[config.mk]
export PLATFORM = sky130hd
export DESIGN_NAME = mqtq_ctrl
export DESIGN_NICKNAME = d
export VERILOG_FILES = /design/src/rtl/core/mqtq_pkg.sv /design/src/rtl/core/mqtq_ctrl.sv
export SDC_FILE = /design/constraint.sdc
export NUM_CORES = 1
export LEC_CHECK = 0
export BUFFER_PORTS_ARGS = -buffer_cell sky130_fd_sc_hd__buf_2
export CAP_MARGIN = 20
export CORE_MARGIN = 8
export CORE_UTILIZATION = 58
export DETAILED_ROUTE_END_ITERATION = 7
export PLACE_DENSITY_LB_ADDON = 0.08
export SLEW_MARGIN = 5
export SYNTH_ARGS = -nofsm -noshare
export SYNTH_HDL_FRONTEND = slang
export SYNTH_SLANG_ARGS = --single-unit
[constraint.sdc]
create_clock -name clk_i -period 5.4 [get_ports clk_i]
set_input_delay 0.27 -clock clk_i [delete_from_list [all_inputs] [get_ports clk_i]]
set_output_delay 0.27 -clock clk_i [all_outputs]
set_load 0.005 [all_outputs]
[src/rtl/core/mqtq_pkg.sv]
// Shared types and codes for the multi-queue priority ticket queue.
// No dependencies; imported by every module of the block.
`default_nettype none

package mqtq_pkg;

  localparam int unsigned PRIO_W   = 4;
  localparam int unsigned TICKET_W = 16;
  localparam int unsigned FUNC_W   = 2;
  localparam int unsigned QSEL_W   = 2;
  localparam int unsigned STATUS_W = 3;

  // Command codes
  localparam logic [FUNC_W-1:0] FUNC_INSERT = 2'd0;
  localparam logic [FUNC_W-1:0] FUNC_REMOVE = 2'd1;
  localparam logic [FUNC_W-1:0] FUNC_CLEAR  = 2'd2;

  // Result status codes
  localparam logic [STATUS_W-1:0] ST_INSERTED = 3'd0;
  localparam logic [STATUS_W-1:0] ST_REMOVED  = 3'd1;
  localparam logic [STATUS_W-1:0] ST_EMPTY    = 3'd2;
  localparam logic [STATUS_W-1:0] ST_FULL     = 3'd3;
  localparam logic [STATUS_W-1:0] ST_CLEARED  = 3'd4;

  localparam logic [TICKET_W-1:0] TICKET_FIRST = 16'd1;
  localparam logic [TICKET_W-1:0] TICKET_LAST  = 16'hFFFF;

  // One stored queue entry
  typedef struct packed {
    logic [PRIO_W-1:0]   prio;
    logic [TICKET_W-1:0] ticket;
  } entry_t;

endpackage

`default_nettype wire

[src/rtl/core/mqtq_ctrl.sv]
// Command sequencer: fill counts, ticket counter, priority scan and shift-down.
// Depends on mqtq_pkg; drives the entry store mqtq_ram.
`default_nettype none

module mqtq_ctrl
  import mqtq_pkg::*;
#(
  parameter int unsigned QUEUE_DEPTH = 64,
  parameter int unsigned NUM_QUEUES  = 3,
  localparam int unsigned KW = $clog2(QUEUE_DEPTH),
  localparam int unsigned CW = $clog2(QUEUE_DEPTH + 1),
  localparam int unsigned QW = (NUM_QUEUES > 1) ? $clog2(NUM_QUEUES) : 1,
  localparam int unsigned AW = QW + KW
) (
  input  logic                clk_i,
  input  logic                rst_ni,
  input  logic                start,
  output logic                busy,
  input  logic [FUNC_W-1:0]   func_i,
  input  logic [QSEL_W-1:0]   queue_sel_i,
  input  logic [PRIO_W-1:0]   priority_req_i,
  output logic                done_o,
  output logic [STATUS_W-1:0] status_o,
  output logic [TICKET_W-1:0] ticket_o,
  output logic                we_o,
  output logic [AW-1:0]       waddr_o,
  output entry_t              wdata_o,
  output logic [AW-1:0]       raddr_o,
  input  entry_t              rdata_i
);

  localparam logic [1:0] S_IDLE  = 2'd0;
  localparam logic [1:0] S_SCAN  = 2'd1;
  localparam logic [1:0] S_SHIFT = 2'd2;

  localparam logic [CW-1:0] CNT_FULL = CW'(QUEUE_DEPTH);
  localparam logic [CW-1:0] CNT_ONE  = CW'(1);

  logic [1:0]          state_q, state_d;
  logic [CW-1:0]       cnt_q [NUM_QUEUES];
  logic [CW-1:0]       cnt_d [NUM_QUEUES];
  logic [TICKET_W-1:0] next_q, next_d;
  logic [QW-1:0]       q_q, q_d;
  logic [CW-1:0]       n_q, n_d;
  logic [CW-1:0]       rk_q, rk_d;
  logic [CW-1:0]       sk_q, sk_d;
  logic                pv_q, pv_d;
  logic [KW-1:0]       pk_q, pk_d;
  logic [KW-1:0]       bk_q, bk_d;
  logic [PRIO_W-1:0]   bp_q, bp_d;
  logic [TICKET_W-1:0] bt_q, bt_d;
  logic                done_q, done_d;
  logic [STATUS_W-1:0] status_q, status_d;
  logic [TICKET_W-1:0] ticket_q, ticket_d;

  logic [QW-1:0]       qs;
  logic                sel_ok;
  logic [CW-1:0]       cnt_sel;
  logic [CW-1:0]       sk_inc;
  logic                take;

  assign qs      = QW'(queue_sel_i);
  assign sel_ok  = (32'(queue_sel_i) < NUM_QUEUES);
  assign cnt_sel = sel_ok ? cnt_q[qs] : '0;
  assign sk_inc  = sk_q + CNT_ONE;
  // Shared compare unit: strictly greater keeps the oldest among equals
  assign take    = pv_q && ((pk_q == '0) || (rdata_i.prio > bp_q));

  assign busy     = (state_q != S_IDLE);
  assign done_o   = done_q;
  assign status_o = status_q;
  assign ticket_o = ticket_q;

  // Sequence one command
  always_comb begin
    state_d  = state_q;
    cnt_d    = cnt_q;
    next_d   = next_q;
    q_d      = q_q;
    n_d      = n_q;
    rk_d     = rk_q;
    sk_d     = sk_q;
    pv_d     = pv_q;
    pk_d     = pk_q;
    bk_d     = bk_q;
    bp_d     = bp_q;
    bt_d     = bt_q;
    done_d   = 1'b0;
    status_d = status_q;
    ticket_d = ticket_q;
    we_o     = 1'b0;
    waddr_o  = '0;
    wdata_o  = '0;
    raddr_o  = '0;

    case (state_q)
      S_IDLE: begin
        if (start) begin
          done_d   = 1'b1;
          status_d = ST_EMPTY;
          ticket_d = '0;
          case (func_i)
            FUNC_INSERT: begin
              if (!sel_ok || (cnt_sel == CNT_FULL)) begin
                status_d = ST_FULL;
              end else begin
                we_o         = 1'b1;
                waddr_o      = {qs, cnt_sel[KW-1:0]};
                wdata_o.prio   = priority_req_i;
                wdata_o.ticket = next_q;
                cnt_d[qs]    = cnt_sel + CNT_ONE;
                next_d       = (next_q == TICKET_LAST) ? TICKET_FIRST
                                                       : next_q + TICKET_FIRST;
                status_d     = ST_INSERTED;
                ticket_d     = next_q;
              end
            end
            FUNC_REMOVE: begin
              if (sel_ok && (cnt_sel != '0)) begin
                done_d  = 1'b0;
                q_d     = qs;
                n_d     = cnt_sel;
                rk_d    = '0;
                pv_d    = 1'b0;
                state_d = S_SCAN;
              end
            end
            FUNC_CLEAR: begin
              for (int i = 0; i < NUM_QUEUES; i++) begin
                cnt_d[i] = '0;
              end
              next_d   = TICKET_FIRST;
              status_d = ST_CLEARED;
            end
            default: begin
              status_d = ST_EMPTY;
            end
          endcase
        end
      end

      S_SCAN: begin
        // Issue one read per cycle
        if (rk_q < n_q) begin
          raddr_o = {q_q, rk_q[KW-1:0]};
          pv_d    = 1'b1;
          pk_d    = rk_q[KW-1:0];
          rk_d    = rk_q + CNT_ONE;
        end else begin
          pv_d = 1'b0;
        end
        // Track the best entry seen so far
        if (take) begin
          bk_d = pk_q;
          bp_d = rdata_i.prio;
          bt_d = rdata_i.ticket;
        end
        // Last compare done: move on to closing the gap
        if (pv_q && (CW'(pk_q) == n_q - CNT_ONE)) begin
          pv_d    = 1'b0;
          sk_d    = CW'(bk_d);
          state_d = S_SHIFT;
        end
      end

      S_SHIFT: begin
        // Write back the entry read last cycle one slot lower
        if (pv_q) begin
          we_o    = 1'b1;
          waddr_o = {q_q, pk_q};
          wdata_o = rdata_i;
        end
        if (sk_inc < n_q) begin
          raddr_o = {q_q, sk_inc[KW-1:0]};
          pv_d    = 1'b1;
          pk_d    = sk_q[KW-1:0];
          sk_d    = sk_inc;
        end else begin
          pv_d       = 1'b0;
          cnt_d[q_q] = n_q - CNT_ONE;
          done_d     = 1'b1;
          status_d   = ST_REMOVED;
          ticket_d   = bt_q;
          state_d    = S_IDLE;
        end
      end

      default: begin
        state_d = S_IDLE;
      end
    endcase
  end

  // Control registers
  always_ff @(posedge clk_i or negedge rst_ni) begin
    if (!rst_ni) begin
      state_q <= S_IDLE;
      for (int i = 0; i < NUM_QUEUES; i++) begin
        cnt_q[i] <= '0;
      end
      next_q <= TICKET_FIRST;
      pv_q   <= 1'b0;
      done_q <= 1'b0;
    end else begin
      state_q <= state_d;
      cnt_q   <= cnt_d;
      next_q  <= next_d;
      pv_q    <= pv_d;
      done_q  <= done_d;
    end
  end

  // Payload registers
  always_ff @(posedge clk_i) begin
    q_q      <= q_d;
    n_q      <= n_d;
    rk_q     <= rk_d;
    sk_q     <= sk_d;
    pk_q     <= pk_d;
    bk_q     <= bk_d;
    bp_q     <= bp_d;
    bt_q     <= bt_d;
    status_q <= status_d;
    ticket_q <= ticket_d;
  end

endmodule

`default_nettype wire

==> flow_metrics.py <==
metrics = {
    "outcome": {
        "status": "finished, final reports clean",
    },
    "sta": {
        "setup_viol": 0,
        "rsz0062_at_grt": "no",
        "slew_violations": 0,
        "period_minus_slack_ps": 4190,
        "worst_slew_pin_slew_ps": 1210,
        "slew_headroom": 0.189,
        "timing.fmax_mhz": 238,
        "skew_ps": 6.55,
        "hold_viol": 0,
        "min_period_over_period": 0.777,
        "totalNegativeSetupSlack_ps": 0,
    },
    "synthesis": {
        "ys_ff_latch": 115,
        "seq_area_frac_synth": 0.490,
        "synth-main-ff-cell": "edfxtp_1",
        "syn_nets": 660,
        "yosys.area.top_type": "edfxtp_1",
        "netlist_area_um2": 6630,
        "yosysWarnings": 0,
        "synth_top_area_frac": 0.335,
        "synth-async-reset-ratio": 0.357,
        "synth_most_common_cell": "edfxtp_1",
        "synth_edf_count": 74,
        "netlist_instances": 604,
        "synth_area_leaders": "edfxtp_1 34%, dfrtp_1 15%, a22o_1 6.7%",
        "synth_commonest_cells": "74 x edfxtp_1, 51 x a22o_1, 42 x nor2_1",
        "syn_avg_cell_area_um2": 11.0,
        "synth_cell_types": 66,
    },
    "detailed_routing": {
        "wl_per_cell_um": 21.4,
        "via_per_inst": 6.37,
        "finalWirelength_um": 18200,
        "drc": 0,
        "drtAntennaViolNets": 0,
        "vias": 5403,
        "drt-initial-drc-count": 627,
        "drtPass1Iterations": 5,
    },
    "clock_tree": {
        "cts_made_buffers": 17,
        "clk_path_buf_depth": 2,
        "cts_resized": 0,
        "clkLatencyLatePin_ps": 410,
        "clk_pin_slew_worst_paths_ps": 50,
        "cts.sinks": 115,
        "cts_max_level": 4,
        "ctsHoldBuffers": 0,
        "root_buffer": "clkbuf_16",
        "post-cts-setup-buffers": 0,
        "tritoncts": "done",
    },
    "critical_path": {
        "r2r_cells": 12,
        "cp_max_fo": 8,
        "path_cells": "ha_1, nand3_1, xor2_1, inv_1, ha_1, a211oi_1, nor2_1, nor3_1, o21ai_0, nor2_1, buf_2",
        "cp_num_buf_inv": 2,
        "critical_path_required_ps": 5130,
        "arrival_ps": 3920,
        "worstReg2RegEnd": "cnt_q[8]",
        "crit_type": "flop to primary output",
        "r2r_setup_slack_ps": 1530,
        "critPathTopFamily": "simple AND/OR/NAND/NOR gates",
        "end_kind": "primary output",
        "crit_slowest_cell": "nor3_1",
        "r2r-start": "sk_q[0]",
        "crit_path_start_kind": "flop",
        "slowest_delay_ps": 970,
    },
    "die": {
        "die_w_um": 123,
        "die_y_um": 123,
        "start_util": 0.588,
        "rows": 39,
        "pin_count": 89,
        "core_area_um2": 11300,
        "design.die.area_um2": 15100,
    },
    "pwr": {
        "swShare": 0.288,
        "internal-power_mw": 2.07,
        "seq_power_share": 0.417,
        "switchingPower_mw": 0.837,
        "p_leak_nw": 3.30,
        "power_frac_comb": 0.193,
        "power_frac_clock": 0.391,
        "ir_drop_mv": 0.263,
        "powerDensity_nw_per_um2": 374,
    },
    "global_routing": {
        "grt_pass1_vias": 5106,
        "antenna_found_initial": 0,
        "overflow": 0,
        "grt_pass1_wl_um": 28200,
        "grt_usage": 0.244,
        "grt_max_degree": 42,
    },
    "place": {
        "place.gp.congestion": 0.987,
        "port-buffer-count": 88,
        "dpl.cell_count": 816,
        "dp_hpwl_um": 13200,
    },
    "cells_and_area": {
        "drive_gt1_frac": 0.243,
        "antenna_cells": 0,
        "stdcell_count": 848,
        "areaGrowthSynthToFinish_pct": 17.3,
        "num-fill-cells": 863,
        "final_nets": 748,
    },
    "hold_path": {
        "min_path_type": "primary input to asynchronous set/reset pin",
    },
    "flow_run": {
        "max_cap_violations": 0,
    },
}
-- how the worst max path moves through the flow --
stage | start | to | cells after the start
after floorplan | sk_q[0] | cnt_q[10] | 11
after global placement | sk_q[0] | cnt_q[8] | 12
after detailed placement | sk_q[0] | cnt_q[13] | 12
after CTS | sk_q[0] | raddr_o[6] | 11
after global routing | sk_q[0] | raddr_o[6] | 11
final | sk_q[0] | raddr_o[6] | 11
-- worst register-to-register path, cell delays in order, from the launching register on --
cell	delay, ps
edfxtp_1	500
ha_1	270
nand3_1	130
xor2_1	160
inv_1	110
ha_1	300
a211oi_1	210
nor2_1	100
nor3_1	970
a21oi_2	10
buf_4	290
nand4_1	320
mux2_2	390
-- state kept, by name, indices dropped and copies added, names as in the netlist, 3 cells and up --
name,cells
status_o,3
bt_q,16
bk_q,6
cnt_q,21
bp_q,4
next_q,16
n_q,7
rk_q,7
ticket_o,16
pk_q,6
sk_q,7
-- cell usage in the layout, fill, tap and decap left out, types with 13 or more instances in the layout --
cell and n:
edfxtp_1 74, nor2_1 41, nand3_1 16, mux2_2 30
clkbuf_16 17, o31ai_1 13, dfrtp_1 40, buf_2 88
ha_1 24, nand2_1 38, o21ai_0 30, a21oi_1 17
a22o_1 51, inv_1 33
-- metal layers --
metal,global-route usage,vias to the layer above,part of all wire
li1,-,2475,-
met1,0.322,2599,0.42
met2,0.388,285,0.47
met3,0.0580,44,0.093
met4,0.0845,0,0.024
met5,0,-,0
-- metrics by stage --
stage               setup WS, ps  power (mW)  hold slack, ps  area [um2]  utilization
global route                1090        3.02            41.7        7780        0.690
finish                      1210        2.91            8.21        7780        0.690
detailed placement          1600        1.77             466        7180        0.637
global placement            1650        1.76             463        7180        0.637
floorplan                   1380        1.56           -25.6        6630            -
CTS                         1280        2.91            34.1        7780        0.690
-- cell families (layout without fill, tap and decap cells) --
| group | count (synthesis) | after routing | share of synthesized area |
|---|---|---|---|
| buffers and inverters | 60 | 161 | 0.0400 |
| AOI/OAI and AO/OA | 167 | 167 | 0.190 |
| muxes | 41 | 41 | 0.0683 |
| DFF | 115 | 115 | 0.490 |
| and+or+nand+nor | 174 | 174 | 0.133 |
| adders and majority gates | 25 | 25 | 0.0472 |
| xor gates and xnor gates | 22 | 22 | 0.0311 |
-- final cells by class --
cell class                 count  area (um2)  share of cell area
clock buffer                  21         460              0.0592
clock inverter                11         135              0.0174
inverter                      34         128              0.0164
multi-input combinational    429        3130               0.403
sequential                   115        3250               0.418
tap                          143         179              0.0230
timing repair buffer          95         493              0.0634
-- power by group through the flow --
stage	registers (mW)	clock network [mW]	logic, mW
5_1_grt	1.22	1.18	0.615
6_report	1.21	1.14	0.560
3_3_place_gp	1.22	0	0.536
2_1_floorplan	1.19	0	0.376
4_1_cts	1.21	1.14	0.557
3_5_place_dp	1.22	0	0.551
Power figures use the tool's default switching activity.
